===== config.mk =====
export PLATFORM = sky130hd
export DESIGN_NAME = chip8_instruction_execute_core
export DESIGN_NICKNAME = d
export VERILOG_FILES = /design/src/hw/rtl/c8ex_pkg.sv /design/src/hw/rtl/c8ex_exec.sv /design/src/hw/rtl/chip8_instruction_execute_core.sv
export VERILOG_INCLUDE_DIRS = /design/src /design/src/hw/rtl
export SDC_FILE = /design/constraint.sdc
export NUM_CORES = 1
export LEC_CHECK = 0
export BUFFER_PORTS_ARGS = -buffer_cell sky130_fd_sc_hd__buf_2
export CORE_ASPECT_RATIO = 0.75
export CORE_UTILIZATION = 35
export DETAILED_ROUTE_END_ITERATION = 8
export PLACE_DENSITY = 0.49
export SYNTH_ARGS = -nofsm -noshare
export SYNTH_HDL_FRONTEND = slang
export SYNTH_SLANG_ARGS = --single-unit

===== constraint.sdc =====
create_clock -name clk -period 4.2 [get_ports clk]
set_clock_uncertainty 0.15 [all_clocks]
set_input_delay 0.63 -clock clk [delete_from_list [all_inputs] [get_ports clk]]
set_output_delay 0.63 -clock clk [all_outputs]
set_load 0.03 [all_outputs]

===== src/hw/rtl/assert_macros.svh =====
// Assertion macros used by the RTL of the instruction execute core.
// Each macro wraps one concurrent assertion clocked on a rising edge and
// disabled while reset is high.
`ifndef ASSERT_MACROS_SVH
`define ASSERT_MACROS_SVH

// The expression holds at every clock edge.
`define ASSERT_ALWAYS(label, clk, rst, expr, msg) \
  label: assert property (@(posedge clk) disable iff (rst) (expr)) else $error(msg);

// When the antecedent holds, the consequent holds at the same edge.
`define ASSERT_IMPLY(label, clk, rst, ante, cons, msg) \
  label: assert property (@(posedge clk) disable iff (rst) (ante) |-> (cons)) else $error(msg);

// When the antecedent holds, the consequent holds at the next edge.
`define ASSERT_NEXT(label, clk, rst, ante, cons, msg) \
  label: assert property (@(posedge clk) disable iff (rst) (ante) |=> (cons)) else $error(msg);

`endif


===== src/hw/rtl/c8ex_pkg.sv =====
// Package of the instruction execute core: widths, reset values, opcode
// groups, arithmetic opcodes, status codes and the result and control structs.
// It depends on nothing else.
`timescale 1ns / 1ps
`default_nettype none

package c8ex_pkg;

  localparam int ADDR_W = 12;
  localparam int BYTE_W = 8;
  localparam int NIB_W = 4;
  localparam int INSTR_W = 16;
  localparam int IN_DATA_W = 24;
  localparam int OUT_DATA_W = 48;
  localparam int STACK_DEPTH_DEF = 16;

  localparam logic [ADDR_W-1:0] START_PC = 12'h200;
  localparam logic [ADDR_W-1:0] PC_STEP = 12'd2;
  localparam logic [NIB_W-1:0] FLAG_REG = 4'hF;
  localparam logic [NIB_W-1:0] BASE_REG = 4'h0;

  localparam logic [INSTR_W-1:0] INSTR_CLS = 16'h00E0;
  localparam logic [INSTR_W-1:0] INSTR_RET = 16'h00EE;

  typedef enum logic [NIB_W-1:0] {
    GRP_SYS    = 4'h0,
    GRP_JP     = 4'h1,
    GRP_CALL   = 4'h2,
    GRP_SE_K   = 4'h3,
    GRP_SNE_K  = 4'h4,
    GRP_SE_R   = 4'h5,
    GRP_LD_K   = 4'h6,
    GRP_ADD_K  = 4'h7,
    GRP_ALU    = 4'h8,
    GRP_SNE_R  = 4'h9,
    GRP_LD_I   = 4'hA,
    GRP_JP_V0  = 4'hB,
    GRP_RND    = 4'hC,
    GRP_DRAW   = 4'hD,
    GRP_KEY    = 4'hE,
    GRP_MISC   = 4'hF
  } group_t;

  localparam logic [NIB_W-1:0] ALU_MOV  = 4'h0;
  localparam logic [NIB_W-1:0] ALU_OR   = 4'h1;
  localparam logic [NIB_W-1:0] ALU_AND  = 4'h2;
  localparam logic [NIB_W-1:0] ALU_XOR  = 4'h3;
  localparam logic [NIB_W-1:0] ALU_ADD  = 4'h4;
  localparam logic [NIB_W-1:0] ALU_SUB  = 4'h5;
  localparam logic [NIB_W-1:0] ALU_SHR  = 4'h6;
  localparam logic [NIB_W-1:0] ALU_SUBN = 4'h7;
  localparam logic [NIB_W-1:0] ALU_SHL  = 4'hE;

  typedef enum logic [1:0] {
    ST_OK          = 2'd0,
    ST_OVERFLOW    = 2'd1,
    ST_UNDERFLOW   = 2'd2,
    ST_UNSUPPORTED = 2'd3
  } status_t;

  // Packed so that next_pc sits in the lowest bits, matching the stream layout.
  typedef struct packed {
    status_t           status;
    logic              clear_screen;
    logic [BYTE_W-1:0] flag_value;
    logic [BYTE_W-1:0] reg_value;
    logic [NIB_W-1:0]  reg_dest;
    logic              reg_write;
    logic [ADDR_W-1:0] index_value;
    logic [ADDR_W-1:0] next_pc;
  } result_t;

  typedef struct packed {
    logic              push;
    logic              pop;
    logic [ADDR_W-1:0] ret_addr;
  } stack_ctl_t;

endpackage

`default_nettype wire


===== src/hw/rtl/c8ex_exec.sv =====
// Combinational execute logic for one instruction: decode, register
// arithmetic, flags, branch and stack control. Depends on c8ex_pkg.
`timescale 1ns / 1ps
`default_nettype none

module c8ex_exec
  import c8ex_pkg::*;
(
  input  wire logic [INSTR_W-1:0] instr_word,
  input  wire logic [BYTE_W-1:0]  random_byte,
  input  wire logic [BYTE_W-1:0]  vx,
  input  wire logic [BYTE_W-1:0]  vy,
  input  wire logic [BYTE_W-1:0]  v0,
  input  wire logic [BYTE_W-1:0]  vf,
  input  wire logic [ADDR_W-1:0]  pc,
  input  wire logic [ADDR_W-1:0]  index_reg,
  input  wire logic [ADDR_W-1:0]  stack_top,
  input  wire logic               stack_full,
  input  wire logic               stack_empty,
  output result_t                 res,
  output stack_ctl_t              ctl
);

  group_t            grp;
  logic [NIB_W-1:0]  x;
  logic [NIB_W-1:0]  low;
  logic [BYTE_W-1:0] kk;
  logic [ADDR_W-1:0] nnn;
  logic [ADDR_W-1:0] pc_adv;
  logic [ADDR_W-1:0] pc_out;
  logic [ADDR_W-1:0] idx_out;
  logic [BYTE_W:0]   sum;
  logic              wr;
  logic [BYTE_W-1:0] val;
  logic              flag_wr;
  logic              flag_bit;
  logic              clr;
  logic              skip;
  logic              push;
  logic              pop;
  status_t           status;

  assign grp = group_t'(instr_word[15:12]);
  assign x = instr_word[11:8];
  assign low = instr_word[3:0];
  assign kk = instr_word[7:0];
  assign nnn = instr_word[11:0];
  assign pc_adv = pc + PC_STEP;
  assign sum = {1'b0, vx} + {1'b0, vy};

  always_comb begin
    pc_out = pc_adv;
    idx_out = index_reg;
    wr = 1'b0;
    val = '0;
    flag_wr = 1'b0;
    flag_bit = 1'b0;
    clr = 1'b0;
    skip = 1'b0;
    push = 1'b0;
    pop = 1'b0;
    status = ST_OK;
    unique case (grp)
      GRP_SYS: begin
        if (instr_word == INSTR_CLS) begin
          clr = 1'b1;
        end else if (instr_word == INSTR_RET) begin
          if (stack_empty) begin
            status = ST_UNDERFLOW;
          end else begin
            pop = 1'b1;
            pc_out = stack_top;
          end
        end else begin
          status = ST_UNSUPPORTED;
        end
      end
      GRP_JP: pc_out = nnn;
      GRP_CALL: begin
        if (stack_full) begin
          status = ST_OVERFLOW;
        end else begin
          push = 1'b1;
          pc_out = nnn;
        end
      end
      GRP_SE_K:  skip = (vx == kk);
      GRP_SNE_K: skip = (vx != kk);
      GRP_SE_R:  skip = (vx == vy);
      GRP_LD_K: begin
        wr = 1'b1;
        val = kk;
      end
      GRP_ADD_K: begin
        wr = 1'b1;
        val = vx + kk;
      end
      GRP_ALU: begin
        wr = 1'b1;
        unique case (low)
          ALU_MOV: val = vy;
          ALU_OR:  val = vx | vy;
          ALU_AND: val = vx & vy;
          ALU_XOR: val = vx ^ vy;
          ALU_ADD: begin
            flag_wr = 1'b1;
            flag_bit = sum[BYTE_W];
            val = sum[BYTE_W-1:0];
          end
          ALU_SUB: begin
            flag_wr = 1'b1;
            flag_bit = (vx > vy);
            val = vx - vy;
          end
          ALU_SHR: begin
            flag_wr = 1'b1;
            flag_bit = vx[0];
            val = {1'b0, vx[BYTE_W-1:1]};
          end
          ALU_SUBN: begin
            flag_wr = 1'b1;
            flag_bit = (vy > vx);
            val = vy - vx;
          end
          ALU_SHL: begin
            flag_wr = 1'b1;
            flag_bit = vx[BYTE_W-1];
            val = {vx[BYTE_W-2:0], 1'b0};
          end
          default: begin
            wr = 1'b0;
            status = ST_UNSUPPORTED;
          end
        endcase
      end
      GRP_SNE_R: skip = (vx != vy);
      GRP_LD_I:  idx_out = nnn;
      GRP_JP_V0: pc_out = nnn + {{(ADDR_W-BYTE_W){1'b0}}, v0};
      GRP_RND: begin
        wr = 1'b1;
        val = random_byte & kk;
      end
      GRP_DRAW, GRP_KEY, GRP_MISC: status = ST_UNSUPPORTED;
      default: status = ST_UNSUPPORTED;
    endcase
    if (skip) begin
      pc_out = pc_adv + PC_STEP;
    end
  end

  always_comb begin
    res.next_pc = pc_out;
    res.index_value = idx_out;
    res.reg_write = wr;
    res.reg_dest = wr ? x : '0;
    res.reg_value = wr ? val : '0;
    priority if (wr && (x == FLAG_REG)) begin
      res.flag_value = val;
    end else if (flag_wr) begin
      res.flag_value = {{(BYTE_W-1){1'b0}}, flag_bit};
    end else begin
      res.flag_value = vf;
    end
    res.clear_screen = clr;
    res.status = status;
    ctl.push = push;
    ctl.pop = pop;
    ctl.ret_addr = pc_adv;
  end

endmodule

`default_nettype wire


===== src/hw/rtl/chip8_instruction_execute_core.sv =====
// Instruction execute core: one result transfer for every instruction transfer, one
// instruction a cycle sustained while the result output is not stalled. An
// input register holds the instruction while the register file is read, a single
// execute pass turns it into a result register, and the architectural state (V0..VF,
// program counter, index register, return stack) updates at the same edge, so the
// next instruction follows directly. Depends on c8ex_pkg, c8ex_exec and the
// assertion macros.
`timescale 1ns / 1ps
`default_nettype none
`include "assert_macros.svh"

module chip8_instruction_execute_core
  import c8ex_pkg::*;
#(
  parameter int STACK_DEPTH = STACK_DEPTH_DEF
) (
  input  wire logic                  clk,
  input  wire logic                  rst,
  input  wire logic                  s_axis_tvalid,
  output      logic                  s_axis_tready,
  // Fields from bit 0: instr_word[15:0], random_byte[23:16].
  input  wire logic [IN_DATA_W-1:0]  s_axis_tdata,
  output      logic                  m_axis_tvalid,
  input  wire logic                  m_axis_tready,
  // Fields from bit 0: next_pc[11:0], index_value[23:12], reg_write[24],
  // reg_dest[28:25], reg_value[36:29], flag_value[44:37], clear_screen[45],
  // status[47:46].
  output      logic [OUT_DATA_W-1:0] m_axis_tdata
);

  localparam int SP_W = $clog2(STACK_DEPTH + 1);
  localparam int IDX_W = $clog2(STACK_DEPTH);
  localparam int NREGS = 2 ** NIB_W;

  logic                  in_valid;
  logic [INSTR_W-1:0]    word_q;
  logic [BYTE_W-1:0]     rnd_q;
  logic                  out_valid;
  result_t               out_q;
  logic                  in_fire;
  logic                  exec_fire;
  logic                  exec_wr;

  logic [BYTE_W-1:0]     rf_mem [NREGS];
  logic [NREGS-1:0]      rf_valid;
  logic [BYTE_W-1:0]     rd_x;
  logic [BYTE_W-1:0]     rd_y;
  logic                  vld_x;
  logic                  vld_y;
  logic                  byp_x;
  logic                  byp_y;
  logic [BYTE_W-1:0]     byp_val;
  logic [BYTE_W-1:0]     vf;
  logic [BYTE_W-1:0]     v0;
  logic [BYTE_W-1:0]     vx_mem;
  logic [BYTE_W-1:0]     vy_mem;
  logic [BYTE_W-1:0]     vx;
  logic [BYTE_W-1:0]     vy;
  logic [NIB_W-1:0]      x_in;
  logic [NIB_W-1:0]      y_in;
  logic [NIB_W-1:0]      x_q;
  logic [NIB_W-1:0]      y_q;

  logic [ADDR_W-1:0]     pc;
  logic [ADDR_W-1:0]     index_reg;
  logic [SP_W-1:0]       sp;
  logic [SP_W-1:0]       sp_next;
  logic [SP_W-1:0]       sp_dec;
  logic [IDX_W-1:0]      st_rd_addr;
  logic [ADDR_W-1:0]     st_mem [STACK_DEPTH];
  logic [ADDR_W-1:0]     st_rd;
  logic                  top_byp;
  logic [ADDR_W-1:0]     push_val;
  logic [ADDR_W-1:0]     stack_top;
  logic                  stack_full;
  logic                  stack_empty;
  logic                  do_push;
  logic                  do_pop;

  result_t               res;
  stack_ctl_t            ctl;

  assign exec_fire = in_valid && (!out_valid || m_axis_tready);
  assign s_axis_tready = !in_valid || exec_fire;
  assign in_fire = s_axis_tvalid && s_axis_tready;
  assign exec_wr = exec_fire && res.reg_write;
  assign do_push = exec_fire && ctl.push;
  assign do_pop = exec_fire && ctl.pop;

  assign x_in = s_axis_tdata[11:8];
  assign y_in = s_axis_tdata[7:4];
  assign x_q = word_q[11:8];
  assign y_q = word_q[7:4];

  always_ff @(posedge clk) begin
    if (rst) begin
      in_valid <= 1'b0;
      out_valid <= 1'b0;
    end else begin
      if (in_fire) begin
        in_valid <= 1'b1;
      end else if (exec_fire) begin
        in_valid <= 1'b0;
      end
      if (exec_fire) begin
        out_valid <= 1'b1;
      end else if (m_axis_tready) begin
        out_valid <= 1'b0;
      end
    end
  end

  always_ff @(posedge clk) begin
    if (in_fire) begin
      word_q <= s_axis_tdata[INSTR_W-1:0];
      rnd_q <= s_axis_tdata[INSTR_W+BYTE_W-1:INSTR_W];
    end
    if (exec_fire) begin
      out_q <= res;
    end
  end

  // Register file: read as the instruction is captured, with the write of the
  // instruction executing at the same edge forwarded around the array.
  always_ff @(posedge clk) begin
    if (exec_wr) begin
      rf_mem[res.reg_dest] <= res.reg_value;
    end
    if (in_fire) begin
      rd_x <= rf_mem[x_in];
      rd_y <= rf_mem[y_in];
    end
  end

  always_ff @(posedge clk) begin
    if (rst) begin
      rf_valid <= '0;
      vld_x <= 1'b0;
      vld_y <= 1'b0;
      byp_x <= 1'b0;
      byp_y <= 1'b0;
      vf <= '0;
      v0 <= '0;
      pc <= START_PC;
      index_reg <= '0;
      sp <= '0;
      top_byp <= 1'b0;
    end else begin
      if (exec_wr) begin
        rf_valid[res.reg_dest] <= 1'b1;
      end
      if (in_fire) begin
        vld_x <= rf_valid[x_in];
        vld_y <= rf_valid[y_in];
        byp_x <= exec_wr && (res.reg_dest == x_in);
        byp_y <= exec_wr && (res.reg_dest == y_in);
      end
      if (exec_fire) begin
        vf <= res.flag_value;
        pc <= res.next_pc;
        index_reg <= res.index_value;
        if (res.reg_write && (res.reg_dest == BASE_REG)) begin
          v0 <= res.reg_value;
        end
      end
      sp <= sp_next;
      top_byp <= do_push;
    end
  end

  always_ff @(posedge clk) begin
    if (in_fire) begin
      byp_val <= res.reg_value;
    end
  end

  assign vx_mem = byp_x ? byp_val : (vld_x ? rd_x : '0);
  assign vy_mem = byp_y ? byp_val : (vld_y ? rd_y : '0);
  assign vx = (x_q == FLAG_REG) ? vf : vx_mem;
  assign vy = (y_q == FLAG_REG) ? vf : vy_mem;

  // Return stack: the top entry is read ahead from the next stack pointer; a push
  // in the cycle before is taken from the bypass register.
  always_comb begin
    sp_next = sp;
    if (do_push) begin
      sp_next = sp + SP_W'(1);
    end else if (do_pop) begin
      sp_next = sp - SP_W'(1);
    end
    sp_dec = sp_next - SP_W'(1);
    st_rd_addr = (sp_next == '0) ? '0 : sp_dec[IDX_W-1:0];
  end

  always_ff @(posedge clk) begin
    if (do_push) begin
      st_mem[sp[IDX_W-1:0]] <= ctl.ret_addr;
      push_val <= ctl.ret_addr;
    end
    st_rd <= st_mem[st_rd_addr];
  end

  assign stack_top = top_byp ? push_val : st_rd;
  assign stack_full = (sp == SP_W'(STACK_DEPTH));
  assign stack_empty = (sp == '0);

  c8ex_exec u_exec (
    .instr_word  (word_q),
    .random_byte (rnd_q),
    .vx          (vx),
    .vy          (vy),
    .v0          (v0),
    .vf          (vf),
    .pc          (pc),
    .index_reg   (index_reg),
    .stack_top   (stack_top),
    .stack_full  (stack_full),
    .stack_empty (stack_empty),
    .res         (res),
    .ctl         (ctl)
  );

  assign m_axis_tvalid = out_valid;
  assign m_axis_tdata = out_q;

  `ASSERT_ALWAYS(a_sp_range, clk, rst, sp <= SP_W'(STACK_DEPTH), "stack pointer past depth")
  `ASSERT_ALWAYS(a_push_pop, clk, rst, !(ctl.push && ctl.pop), "push and pop together")
  `ASSERT_IMPLY(a_overflow, clk, rst, exec_fire && (res.status == ST_OVERFLOW), stack_full, "overflow without full stack")
  `ASSERT_NEXT(a_push_sp, clk, rst, do_push, sp == $past(sp) + SP_W'(1), "push did not advance stack pointer")
  `ASSERT_NEXT(a_exec_out, clk, rst, exec_fire, out_valid, "executed instruction gave no result")

endmodule

`default_nettype wire

==> run_summary.xml, run 1 <==
<?xml version="1.0" encoding="UTF-8"?>
<metrics>
  <group name="global_routing">
    <metric name="grt_pass1_vias" unit="">17300</metric>
    <metric name="antenna_found_initial" unit="">9</metric>
    <metric name="grt_first_pass_wirelength" unit="mm">114</metric>
    <metric name="globalRoute.totalOverflow" unit="">0</metric>
    <metric name="grt_max_degree" unit="">87</metric>
    <metric name="globalRouteTotalUtil" unit="%">21.6</metric>
  </group>
  <group name="setup_path">
    <metric name="data_required_time_at_the_worst_endpoint" unit="ns">4.53</metric>
    <metric name="path_delay_family" unit="">simple AND/OR/NAND/NOR gates</metric>
    <metric name="startpoint" unit="">word_q[15]</metric>
    <metric name="cp-endpoint" unit="">st_rd[6]</metric>
    <metric name="critPathKind" unit="">reg -&gt; reg</metric>
    <metric name="critical_path_depth" unit="">14</metric>
    <metric name="setup.reg_to_reg.worst_slack" unit="ns">0.07</metric>
    <metric name="critical-path-top-cell-by-count" unit="">sky130_fd_sc_hd__or4_4</metric>
    <metric name="crit-reg2reg-launch" unit="">word_q[15]</metric>
    <metric name="critPathCaptureType" unit="">register</metric>
    <metric name="critPathMaxFanout" unit="">12</metric>
    <metric name="crit_buf_inv" unit="">3</metric>
    <metric name="crit_path_max_cell_delay" unit="ns">0.59</metric>
    <metric name="cp_launch_type" unit="">register</metric>
    <metric name="worst-endpoint-arrival" unit="ns">4.46</metric>
    <metric name="crit_chain" unit="">or4_4 -&gt; or4_4 -&gt; o31ai_4 -&gt; xnor2_4 -&gt; inv_4 -&gt; ha_4 -&gt; and4_4 -&gt; and3_4 -&gt; buf_12 -&gt; or3_4 -&gt; o21ai_2 -&gt; a211oi_2 -&gt; buf_4 -&gt; or3_1</metric>
    <metric name="r2r_end" unit="">st_rd[6]</metric>
    <metric name="crit_slowest_cell" unit="">sky130_fd_sc_hd__or4_4</metric>
    <metric name="reg2regPathDepth" unit="">14</metric>
  </group>
  <group name="clocking">
    <metric name="cts_tree" unit="">built</metric>
    <metric name="maximum_clock_insertion_buffer_count" unit="">3</metric>
    <metric name="clock_sink_count" unit="">508</metric>
    <metric name="cts_inserted_buffers" unit="">53</metric>
    <metric name="ctsHtreeMaxLevel" unit="">2</metric>
    <metric name="clk_latency" unit="ns">0.62</metric>
    <metric name="path_clk_slew" unit="ns">0.06</metric>
    <metric name="clock_tree.root_cell" unit="">sky130_fd_sc_hd__clkbuf_16</metric>
  </group>
  <group name="floorplan">
    <metric name="die_area" unit="µm²">71300</metric>
    <metric name="ioPinCount" unit="">78</metric>
    <metric name="floorplan.initialDensity" unit="%">35.6</metric>
    <metric name="placement_rows" unit="">83</metric>
    <metric name="fp.coreArea" unit="µm²">69000</metric>
    <metric name="die_height" unit="µm">231</metric>
    <metric name="floorplan.die.width" unit="µm">308</metric>
  </group>
  <group name="worst_hold_path">
    <metric name="hold_class" unit="">in -&gt; reg</metric>
  </group>
  <group name="sta">
    <metric name="finalHoldViolations" unit="">0</metric>
    <metric name="rsz0062_at_grt" unit="">yes</metric>
    <metric name="timing.fmax" unit="GHz">0.242</metric>
    <metric name="timing.final.max_slew_violations" unit="">0</metric>
    <metric name="slew-limit-headroom" unit="%">21.7</metric>
    <metric name="final_sum_of_negative_setup_slack" unit="ns">0</metric>
    <metric name="report.final.setup_viol" unit="">0</metric>
    <metric name="postLayoutSetupSlackWorst" unit="ns">0.0708</metric>
    <metric name="tightestPinTransition" unit="ns">1.17</metric>
    <metric name="final_min_period_over_clock_period" unit="%">98.3</metric>
    <metric name="shortest_clock_period_the_worst_path_allows_after_layout" unit="ns">4.13</metric>
  </group>
  <group name="synth">
    <metric name="number_of_nets_produced_by_synthesis" unit="">2061</metric>
    <metric name="synthesis.area_per_instance" unit="µm²">12.5</metric>
    <metric name="synth.cell_area" unit="µm²">24600</metric>
    <metric name="synthesis.yosys.warnings" unit="">0</metric>
    <metric name="postSynth.asyncResetShare" unit="%">0</metric>
    <metric name="number_of_flip_flops_and_latches_in_the_synthesized_netlist" unit="">508</metric>
    <metric name="yosys.cell_types.count" unit="">84</metric>
    <metric name="postSynthCellCount" unit="">1970</metric>
    <metric name="synth_enable_flop_cells" unit="">428</metric>
    <metric name="synthFlopType" unit="">sky130_fd_sc_hd__edfxtp_1</metric>
    <metric name="sequential_area_share_after_synthesis" unit="%">58.8</metric>
  </group>
  <group name="final_layout">
    <metric name="finish.instance_area" unit="µm²">30200</metric>
    <metric name="proportion_of_layout_cells_with_a_drive_suffix_above_1" unit="%">27.8</metric>
    <metric name="syn2layout_area_growth" unit="%">23.0</metric>
    <metric name="largest_register_ffs" unit="">192</metric>
    <metric name="final_core_util" unit="%">43.8</metric>
    <metric name="layout.cells.most_common_list" unit="">sky130_fd_sc_hd__edfxtp_1, sky130_fd_sc_hd__buf_4, sky130_fd_sc_hd__nor2_1</metric>
    <metric name="nets_finish" unit="">2316</metric>
    <metric name="fillers" unit="">6355</metric>
    <metric name="final_common_cell" unit="">sky130_fd_sc_hd__edfxtp_1</metric>
  </group>
  <group name="detailed_routing">
    <metric name="detailedRoute.firstIterationViolations" unit="">1738</metric>
    <metric name="wl_per_cell" unit="µm">24.3</metric>
    <metric name="drt-vias-per-instance" unit="">5.56</metric>
    <metric name="vias" unit="">17800</metric>
    <metric name="detail_route.wirelength" unit="mm">78.0</metric>
    <metric name="ant_nets" unit="">0</metric>
    <metric name="drt_pass1_iterations" unit="">5</metric>
    <metric name="post-route-drc-count" unit="">0</metric>
  </group>
  <group name="place">
    <metric name="post_dp_cell_area" unit="µm²">27600</metric>
    <metric name="globalplace.congestion" unit="">0.880</metric>
    <metric name="port_buffers" unit="">77</metric>
    <metric name="detailedPlace.worstSlack" unit="ns">-0.502</metric>
    <metric name="detailedPlacementHpwl" unit="mm">52.6</metric>
  </group>
  <group name="outcome">
    <metric name="status" unit="">finished clean</metric>
  </group>
  <group name="power_and_ir_drop">
    <metric name="p_leak" unit="nW">11.2</metric>
    <metric name="irDropWorstVdd" unit="mV">0.295</metric>
    <metric name="power_density" unit="nW/µm²">383</metric>
  </group>
  <group name="flow_run">
    <metric name="drv_cap" unit="">0</metric>
  </group>
</metrics>
-- power breakdown --
part	internal, mW	leakage (nW)	switching (mW)
clock	2.91	0.899	2.05
combinational	0.354	5.44	0.637
sequential	5.57	4.82	0.0611
total	8.83	11.2	2.75
-- worst min-delay path by stage --
stage | start | end | slack, ns | cells past startpoint
after floorplan | vld_x | vld_x | 0.28 | 2
after global placement | index_reg[6] | index_reg[6] | 0.29 | 2
after detailed placement | index_reg[0] | index_reg[0] | 0.29 | 2
after CTS | s_axis_tdata[14] | word_q[14] | 0.02 | 1
after global routing | s_axis_tdata[21] | rnd_q[5] | 0.04 | 1
final | s_axis_tdata[14] | word_q[14] | 0.06 | 1
-- cell type report --
type / instances / area [µm²] / area share (%)
flip-flops and latches: 508 / 14500 / 47.8
multi-input cells: 1285 / 10100 / 33.3
repair buffers: 324 / 2470 / 8.17
clock buffers: 69 / 1430 / 4.72
well taps: 935 / 1170 / 3.87
clock inverters: 31 / 413 / 1.37
inverters: 53 / 208 / 0.687
diodes: 4 / 10.0 / 0.0331
-- cell usage after synthesis, types with 15 or more instances --
library cell | n | share of area, %
sky130_fd_sc_hd__nor2b_1 | 22 | 0.56
sky130_fd_sc_hd__o31ai_1 | 18 | 0.55
sky130_fd_sc_hd__and3_1 | 21 | 0.53
sky130_fd_sc_hd__mux4_2 | 91 | 8.3
sky130_fd_sc_hd__or3_1 | 29 | 0.74
sky130_fd_sc_hd__xnor2_1 | 23 | 0.82
sky130_fd_sc_hd__a211oi_1 | 33 | 1.0
sky130_fd_sc_hd__o22ai_1 | 17 | 0.43
sky130_fd_sc_hd__nor4_1 | 21 | 0.53
sky130_fd_sc_hd__a311oi_1 | 18 | 0.64
sky130_fd_sc_hd__inv_1 | 51 | 0.78
sky130_fd_sc_hd__nand2_1 | 201 | 3.1
sky130_fd_sc_hd__nor2_1 | 220 | 3.4
sky130_fd_sc_hd__dfxtp_1 | 80 | 6.5
sky130_fd_sc_hd__mux2_2 | 16 | 0.73
sky130_fd_sc_hd__xor2_1 | 23 | 0.82
sky130_fd_sc_hd__buf_1 | 15 | 0.23
sky130_fd_sc_hd__a21oi_1 | 70 | 1.4
sky130_fd_sc_hd__nand3_1 | 27 | 0.55
sky130_fd_sc_hd__nor3_1 | 50 | 1.0
sky130_fd_sc_hd__clkbuf_1 | 93 | 1.4
sky130_fd_sc_hd__ha_1 | 58 | 3.0
sky130_fd_sc_hd__and2_1 | 20 | 0.51
sky130_fd_sc_hd__o21ai_0 | 73 | 1.5
sky130_fd_sc_hd__a22oi_1 | 21 | 0.64
sky130_fd_sc_hd__edfxtp_1 | 428 | 52
sky130_fd_sc_hd__mux2i_1 | 30 | 1.2
-- cell families after synthesis --
group,count (synthesis),share of synthesized area (%)
fa+ha+maj,63,3.36
mux,137,10.3
xor+xnor,46,1.64
simple gates,675,13.0
compound gates,364,10.1
flops,508,58.8
buf+inv,177,2.85
-- metal layers --
metal	share of wire, %	global-route usage, %
met5	0.073	0
met1	48	32.9
met2	41	30.2
met4	2.0	4.99
met3	9.0	5.76
-- stage by stage --
stage / power (mW) / std cells / hold slack (ns)
after floorplan: 6.25 / 1970 / 0.282
after global placement: 6.66 / 3081 / 0.289
after detailed placement: 6.67 / 3081 / 0.294
after CTS: 11.6 / 3184 / 0.0239
after global routing: 11.9 / 3205 / 0.0383
final: 11.6 / 3209 / 0.0570
-- timing repair --
| action | 4_1_cts | 5_1_grt |
|---|---|---|
| hold buffers | 0 | 0 |
| buffers inserted | 3 | 19 |
| pin swaps | 7 | 24 |
| setup endpoints to repair | 63 | 96 |
| cloned | 0 | 3 |
| gates resized for setup | 34 | 92 |
No activity file was read; power rests on OpenSTA's default activity.
==> inputs of run 2 (changes only) <==
==> constraint.sdc (replaced) <==
create_clock -name clk -period 4.2 [get_ports clk]
set_clock_uncertainty 0.15 [all_clocks]
set_input_delay 0.21 -clock clk [delete_from_list [all_inputs] [get_ports clk]]
set_output_delay 0.21 -clock clk [all_outputs]
set_load 0.03 [all_outputs]
==> run_summary.xml, run 2 (synthesized netlist as in run 1, its figures left out) <==
<?xml version="1.0" encoding="UTF-8"?>
<metrics>
  <group name="detailed_routing">
    <metric name="detail_route.wirelength" unit="mm">76.2</metric>
    <metric name="drt-vias-per-instance" unit="">5.50</metric>
    <metric name="drt_pass1_iterations" unit="">5</metric>
    <metric name="detailedRoute.firstIterationViolations" unit="">1769</metric>
    <metric name="ant_nets" unit="">0</metric>
    <metric name="post-route-drc-count" unit="">0</metric>
    <metric name="vias" unit="">17400</metric>
    <metric name="wl_per_cell" unit="µm">24.0</metric>
  </group>
  <group name="floorplan">
    <metric name="die_height" unit="µm">231</metric>
    <metric name="die_area" unit="µm²">71300</metric>
    <metric name="fp.coreArea" unit="µm²">69000</metric>
    <metric name="floorplan.initialDensity" unit="%">35.6</metric>
    <metric name="placement_rows" unit="">83</metric>
    <metric name="floorplan.die.width" unit="µm">308</metric>
    <metric name="ioPinCount" unit="">78</metric>
  </group>
  <group name="setup_path">
    <metric name="worst-endpoint-arrival" unit="ns">4.46</metric>
    <metric name="crit_chain" unit="">buf_6 -&gt; or4_4 -&gt; buf_4 -&gt; or4_4 -&gt; or4b_4 -&gt; and4_4 -&gt; nand2_1 -&gt; a31oi_2 -&gt; buf_12 -&gt; o31ai_1 -&gt; nor4_2 -&gt; or3_1</metric>
    <metric name="startpoint" unit="">word_q[11]</metric>
    <metric name="cp_launch_type" unit="">register</metric>
    <metric name="critPathKind" unit="">reg -&gt; reg</metric>
    <metric name="critical-path-top-cell-by-count" unit="">sky130_fd_sc_hd__or4_4</metric>
    <metric name="crit_path_max_cell_delay" unit="ns">0.56</metric>
    <metric name="data_required_time_at_the_worst_endpoint" unit="ns">4.55</metric>
    <metric name="crit-reg2reg-launch" unit="">word_q[11]</metric>
    <metric name="crit_slowest_cell" unit="">sky130_fd_sc_hd__or4b_4</metric>
    <metric name="critPathMaxFanout" unit="">21</metric>
    <metric name="critPathCaptureType" unit="">register</metric>
  </group>
  <group name="power_and_ir_drop">
    <metric name="power_density" unit="nW/µm²">381</metric>
    <metric name="total_power" unit="mW">11.3</metric>
    <metric name="p_leak" unit="nW">10.8</metric>
    <metric name="irDropWorstVdd" unit="mV">0.275</metric>
  </group>
  <group name="global_routing">
    <metric name="globalRouteTotalUtil" unit="%">21.3</metric>
    <metric name="antenna_found_initial" unit="">9</metric>
    <metric name="grt_max_degree" unit="">87</metric>
    <metric name="grt_pass1_vias" unit="">16800</metric>
    <metric name="grt_first_pass_wirelength" unit="mm">113</metric>
    <metric name="globalRoute.totalOverflow" unit="">0</metric>
  </group>
  <group name="final_layout">
    <metric name="proportion_of_layout_cells_with_a_drive_suffix_above_1" unit="%">24.5</metric>
    <metric name="final_core_util" unit="%">43.0</metric>
    <metric name="syn2layout_area_growth" unit="%">20.5</metric>
    <metric name="final_common_cell" unit="">sky130_fd_sc_hd__edfxtp_1</metric>
    <metric name="largest_register_ffs" unit="">192</metric>
    <metric name="nets_finish" unit="">2282</metric>
    <metric name="layout.cells.most_common_list" unit="">sky130_fd_sc_hd__edfxtp_1, sky130_fd_sc_hd__nor2_1, sky130_fd_sc_hd__nand2_1</metric>
  </group>
  <group name="sta">
    <metric name="slew-limit-headroom" unit="%">23.4</metric>
    <metric name="finalHoldViolations" unit="">0</metric>
    <metric name="report.final.setup_viol" unit="">0</metric>
    <metric name="final_min_period_over_clock_period" unit="%">97.9</metric>
    <metric name="timing.fmax" unit="GHz">0.243</metric>
    <metric name="shortest_clock_period_the_worst_path_allows_after_layout" unit="ns">4.11</metric>
    <metric name="tightestPinTransition" unit="ns">1.15</metric>
    <metric name="timing.final.max_slew_violations" unit="">0</metric>
  </group>
  <group name="clocking">
    <metric name="clock_tree.root_cell" unit="">sky130_fd_sc_hd__clkbuf_16</metric>
    <metric name="maximum_clock_insertion_buffer_count" unit="">3</metric>
    <metric name="ctsHtreeMaxLevel" unit="">2</metric>
    <metric name="cts_tree" unit="">built</metric>
    <metric name="clock_sink_count" unit="">508</metric>
    <metric name="cts_inserted_buffers" unit="">52</metric>
    <metric name="clk_latency" unit="ns">0.62</metric>
    <metric name="path_clk_slew" unit="ns">0.06</metric>
  </group>
  <group name="flow_run">
    <metric name="drv_cap" unit="">0</metric>
  </group>
  <group name="place">
    <metric name="port_buffers" unit="">77</metric>
    <metric name="globalplace.congestion" unit="">0.888</metric>
    <metric name="detailedPlacementHpwl" unit="mm">51.8</metric>
  </group>
  <group name="outcome">
    <metric name="status" unit="">finished clean</metric>
  </group>
  <group name="worst_hold_path">
    <metric name="hold_path.startpoint" unit="">rst</metric>
    <metric name="hold_class" unit="">in -&gt; reg</metric>
  </group>
</metrics>
==> run 2: through the flow <==
| stage | setup WS (ns) | hold slack, ns | TNS [ns] | std cells | instance area [µm²] |
|---|---|---|---|---|---|
| after detailed placement | -0.227 | 0.240 | -4.40 | 3039 | 27300 |
| after global routing | -0.0279 | 0.139 | -0.251 | 3168 | 29600 |
| after CTS | -0.00538 | 0.0749 | -0.00538 | 3161 | 29400 |
| final | 0.0889 | 0.110 | 0 | 3169 | 29600 |
| after floorplan | 0.0403 | 0.159 | 0 | 1970 | 24600 |
| after global placement | -0.133 | 0.240 | -3.39 | 3039 | 27300 |
==> run 2: cell type report <==
cell class	instances	area, µm²
Fill cell	6374	39300
Sequential cell	508	14500
Multi-Input combinational cell	1285	9860
Timing Repair Buffer	291	2210
Clock buffer	61	1350
Tap cell	935	1170
Clock inverter	35	372
Inverter	53	208
Antenna cell	1	2.50
==> run 2: worst max-delay path: cells and delay by family (launching register included) <==
kind / cells / cell delay (ns)
and+or+nand+nor: 7 / 2.41
buffers and inverters: 3 / 0.50
AOI/OAI and AO/OA: 2 / 0.48
DFF: 1 / 0.45
==> run 2: what timing repair did <==
action                                  in CTS  in global routing
hold buffers                                25                  0
buffers inserted                             1                  6
endpoints found under the setup margin      52                 90
endpoints found under the hold margin       28                  0
resized for setup                           24                 47
pin swaps                                    1                 11
gates cloned                                 0                  1
==> run 2: metal layers <==
layer | vias up | share of wire [%] | global-route usage [%]
li1 | 7913 | - | -
met5 | - | 0.035 | 0
met1 | 8796 | 50 | 33.9
met4 | 4 | 2.0 | 5.10
met2 | 625 | 41 | 29.0
met3 | 92 | 7.6 | 4.32
==> run 2: worst paths after layout <==
kind	slack, ns	endpoint	depth (start not counted)
worst max-delay path	0.09	st_rd[1]	12
worst min-delay path	0.11	index_reg[5]	2
worst max register to register	0.09	st_rd[1]	12
worst min register to register	0.31	index_reg[6]	2
==> run 2: power breakdown <==
| part | internal, mW | switching (mW) | total (mW) |
|---|---|---|---|
| clock network | 2.68 | 2.02 | 4.69 |
| registers | 5.57 | 0.0511 | 5.62 |
| logic | 0.348 | 0.630 | 0.979 |
==> inputs of run 3 (changes only) <==
Settings changed: RECOVER_POWER set to 100.
==> run_summary.xml, run 3 (synthesized netlist as in run 1, its figures left out) <==
<?xml version="1.0" encoding="UTF-8"?>
<metrics>
  <group name="outcome">
    <metric name="status" unit="">finished, violations left</metric>
    <metric name="failing_checks" unit="">capacitance limit, slew limit</metric>
  </group>
  <group name="power_and_ir_drop">
    <metric name="relative_contribution_of_sequential_cells_to_total_power" unit="%">49.8</metric>
    <metric name="p_switching" unit="mW">2.70</metric>
    <metric name="share_comb_of_total_power" unit="%">8.6</metric>
    <metric name="total_power" unit="mW">11.3</metric>
    <metric name="p_leak" unit="nW">10.6</metric>
    <metric name="pwr-share-clk" unit="%">41.6</metric>
    <metric name="p_sw_share" unit="%">23.9</metric>
    <metric name="irDropWorstVdd" unit="mV">0.275</metric>
    <metric name="cellInternalPower" unit="mW">8.58</metric>
    <metric name="power_density" unit="nW/µm²">383</metric>
  </group>
  <group name="place">
    <metric name="port_buffers" unit="">77</metric>
    <metric name="detailedPlacementHpwl" unit="mm">51.8</metric>
    <metric name="globalplace.congestion" unit="">0.888</metric>
    <metric name="detailedPlace.worstSlack" unit="ns">-0.227</metric>
    <metric name="place_inst" unit="">3039</metric>
    <metric name="post_dp_cell_area" unit="µm²">27300</metric>
  </group>
  <group name="detailed_routing">
    <metric name="drt_pass1_iterations" unit="">5</metric>
    <metric name="drt-vias-per-instance" unit="">5.50</metric>
    <metric name="detailedRoute.firstIterationViolations" unit="">1740</metric>
    <metric name="wl_per_cell" unit="µm">24.0</metric>
    <metric name="detail_route.wirelength" unit="mm">76.2</metric>
    <metric name="ant_nets" unit="">0</metric>
    <metric name="vias" unit="">17400</metric>
    <metric name="post-route-drc-count" unit="">0</metric>
  </group>
  <group name="floorplan">
    <metric name="fp.coreArea" unit="µm²">69000</metric>
    <metric name="die_area" unit="µm²">71300</metric>
    <metric name="floorplan.die.width" unit="µm">308</metric>
    <metric name="die_height" unit="µm">231</metric>
    <metric name="floorplan.initialDensity" unit="%">35.6</metric>
    <metric name="ioPinCount" unit="">78</metric>
    <metric name="placement_rows" unit="">83</metric>
  </group>
  <group name="sta">
    <metric name="final_sum_of_negative_setup_slack" unit="ns">0</metric>
    <metric name="worst_hold_slack" unit="ns">0.114</metric>
    <metric name="finalHoldViolations" unit="">0</metric>
    <metric name="tightestPinTransition" unit="ns">2.64</metric>
    <metric name="timing.final.max_slew_violations" unit="">123</metric>
    <metric name="postLayoutSetupSlackWorst" unit="ns">0.0883</metric>
    <metric name="report.final.setup_viol" unit="">0</metric>
    <metric name="final_min_period_over_clock_period" unit="%">97.9</metric>
    <metric name="slew-limit-headroom" unit="%">-76.3</metric>
    <metric name="timing.fmax" unit="GHz">0.243</metric>
    <metric name="shortest_clock_period_the_worst_path_allows_after_layout" unit="ns">4.11</metric>
  </group>
  <group name="final_layout">
    <metric name="proportion_of_layout_cells_with_a_drive_suffix_above_1" unit="%">20.4</metric>
    <metric name="final_common_cell" unit="">sky130_fd_sc_hd__edfxtp_1</metric>
    <metric name="nets_finish" unit="">2282</metric>
    <metric name="finish.instance_area" unit="µm²">29500</metric>
    <metric name="final_core_util" unit="%">42.7</metric>
    <metric name="post_layout_nonfiller_instances" unit="">3170</metric>
    <metric name="layout.cells.most_common_list" unit="">sky130_fd_sc_hd__edfxtp_1, sky130_fd_sc_hd__nor2_1, sky130_fd_sc_hd__nand2_1</metric>
    <metric name="syn2layout_area_growth" unit="%">19.9</metric>
    <metric name="largest_register_ffs" unit="">192</metric>
  </group>
  <group name="setup_path">
    <metric name="data_required_time_at_the_worst_endpoint" unit="ns">4.55</metric>
    <metric name="r2r_end" unit="">st_rd[1]</metric>
    <metric name="cp_launch_type" unit="">register</metric>
    <metric name="setup.reg_to_reg.worst_slack" unit="ns">0.09</metric>
    <metric name="critPathCaptureType" unit="">register</metric>
    <metric name="crit-reg2reg-launch" unit="">word_q[11]</metric>
    <metric name="critPathMaxFanout" unit="">21</metric>
    <metric name="worst-endpoint-arrival" unit="ns">4.46</metric>
    <metric name="critPathKind" unit="">reg -&gt; reg</metric>
    <metric name="reg2regPathDepth" unit="">14</metric>
  </group>
  <group name="clocking">
    <metric name="clk_latency" unit="ns">0.62</metric>
    <metric name="maximum_clock_insertion_buffer_count" unit="">3</metric>
    <metric name="clock_tree.root_cell" unit="">sky130_fd_sc_hd__clkbuf_16</metric>
    <metric name="path_clk_slew" unit="ns">0.07</metric>
    <metric name="cts_inserted_buffers" unit="">52</metric>
    <metric name="cts_tree" unit="">built</metric>
    <metric name="ctsHtreeMaxLevel" unit="">2</metric>
    <metric name="clock_sink_count" unit="">508</metric>
  </group>
  <group name="flow_run">
    <metric name="drv_cap" unit="">3</metric>
  </group>
  <group name="global_routing">
    <metric name="globalRoute.totalOverflow" unit="">0</metric>
    <metric name="globalRouteTotalUtil" unit="%">21.3</metric>
    <metric name="antenna_found_initial" unit="">9</metric>
    <metric name="grt_max_degree" unit="">87</metric>
    <metric name="grt_first_pass_wirelength" unit="mm">113</metric>
    <metric name="grt_pass1_vias" unit="">16800</metric>
  </group>
  <group name="worst_hold_path">
    <metric name="hold_class" unit="">in -&gt; reg</metric>
    <metric name="worstHoldPathCells" unit="">2</metric>
    <metric name="hold_path.startpoint" unit="">rst</metric>
    <metric name="worst_hold_path.endpoint" unit="">v0[4]</metric>
  </group>
</metrics>
[run 3: cell types whose count changed in the layout (fill, tap and decap cells not counted), sizes merged]
| cell | before | now |
|---|---|---|
| clkbuf | 61 | 140 |
| buf | 266 | 187 |
| diode | 1 | 2 |
[run 3: final cells by class]
cell class                 instances  area (µm²)
timing repair buffer             291        2080
multi-input combinational       1285        9830
inverter                          53         208
clock buffer                      61        1350
clock inverter                    35         372
sequential                       508       14500
antenna                            2        5.00
fill                            6418       39500
tap                              935        1170
[run 3: layer usage]
metal / track usage (%) / share of wire (%) / routed length [µm]
met2: 29.0 / 41 / 30900
met5: 0 / 0.035 / 27
met3: 4.32 / 7.9 / 6050
met4: 5.10 / 1.9 / 1480
met1: 33.9 / 50 / 37800
[run 3: worst max-delay path by stage]
stage	start	end	slack, ns	cells after the start
after global placement	word_q[11]	st_rd[3]	-0.13	12
after detailed placement	word_q[11]	st_rd[11]	-0.23	12
after floorplan	byp_x	byp_val[7]	0.04	18
after global routing	word_q[11]	st_rd[5]	-0.03	15
after CTS	word_q[11]	st_rd[11]	-0.005	14
final	word_q[11]	st_rd[1]	0.09	14
[run 3: what timing repair did]
| item | CTS | global route |
|---|---|---|
| gates cloned | 0 | 1 |
| endpoints found under the setup margin | 52 | 90 |
| hold buffers | 25 | 0 |
| buffers inserted | 1 | 6 |
| pin swaps | 1 | 11 |
| resized for setup | 24 | 47 |
| hold endpoints to repair | 28 | 0 |
[run 3: power groups by stage]
stage | Combinational (mW) | Clock, mW | Sequential (mW)
3_5_place_dp | 0.928 | 0 | 5.72
5_1_grt | 1.04 | 4.98 | 5.62
4_1_cts | 0.958 | 4.80 | 5.61
2_1_floorplan | 0.491 | 0 | 5.76
6_report | 0.966 | 4.69 | 5.62
3_3_place_gp | 0.925 | 0 | 5.72
[run 3: critical path, cell delays in order (launching register included)]
cell and delay (ns):
sky130_fd_sc_hd__edfxtp_1 0.45, sky130_fd_sc_hd__buf_6 0.15, sky130_fd_sc_hd__or4_4 0.52, sky130_fd_sc_hd__or4_4 0.47
sky130_fd_sc_hd__o31ai_4 0.35, sky130_fd_sc_hd__xnor2_4 0.18, sky130_fd_sc_hd__inv_4 0.08, sky130_fd_sc_hd__ha_1 0.18
sky130_fd_sc_hd__and4_4 0.16, sky130_fd_sc_hd__nand2_1 0.15, sky130_fd_sc_hd__a31oi_2 0.16, sky130_fd_sc_hd__buf_12 0.19
sky130_fd_sc_hd__o31ai_1 0.33, sky130_fd_sc_hd__nor4_2 0.10, sky130_fd_sc_hd__or3_1 0.36
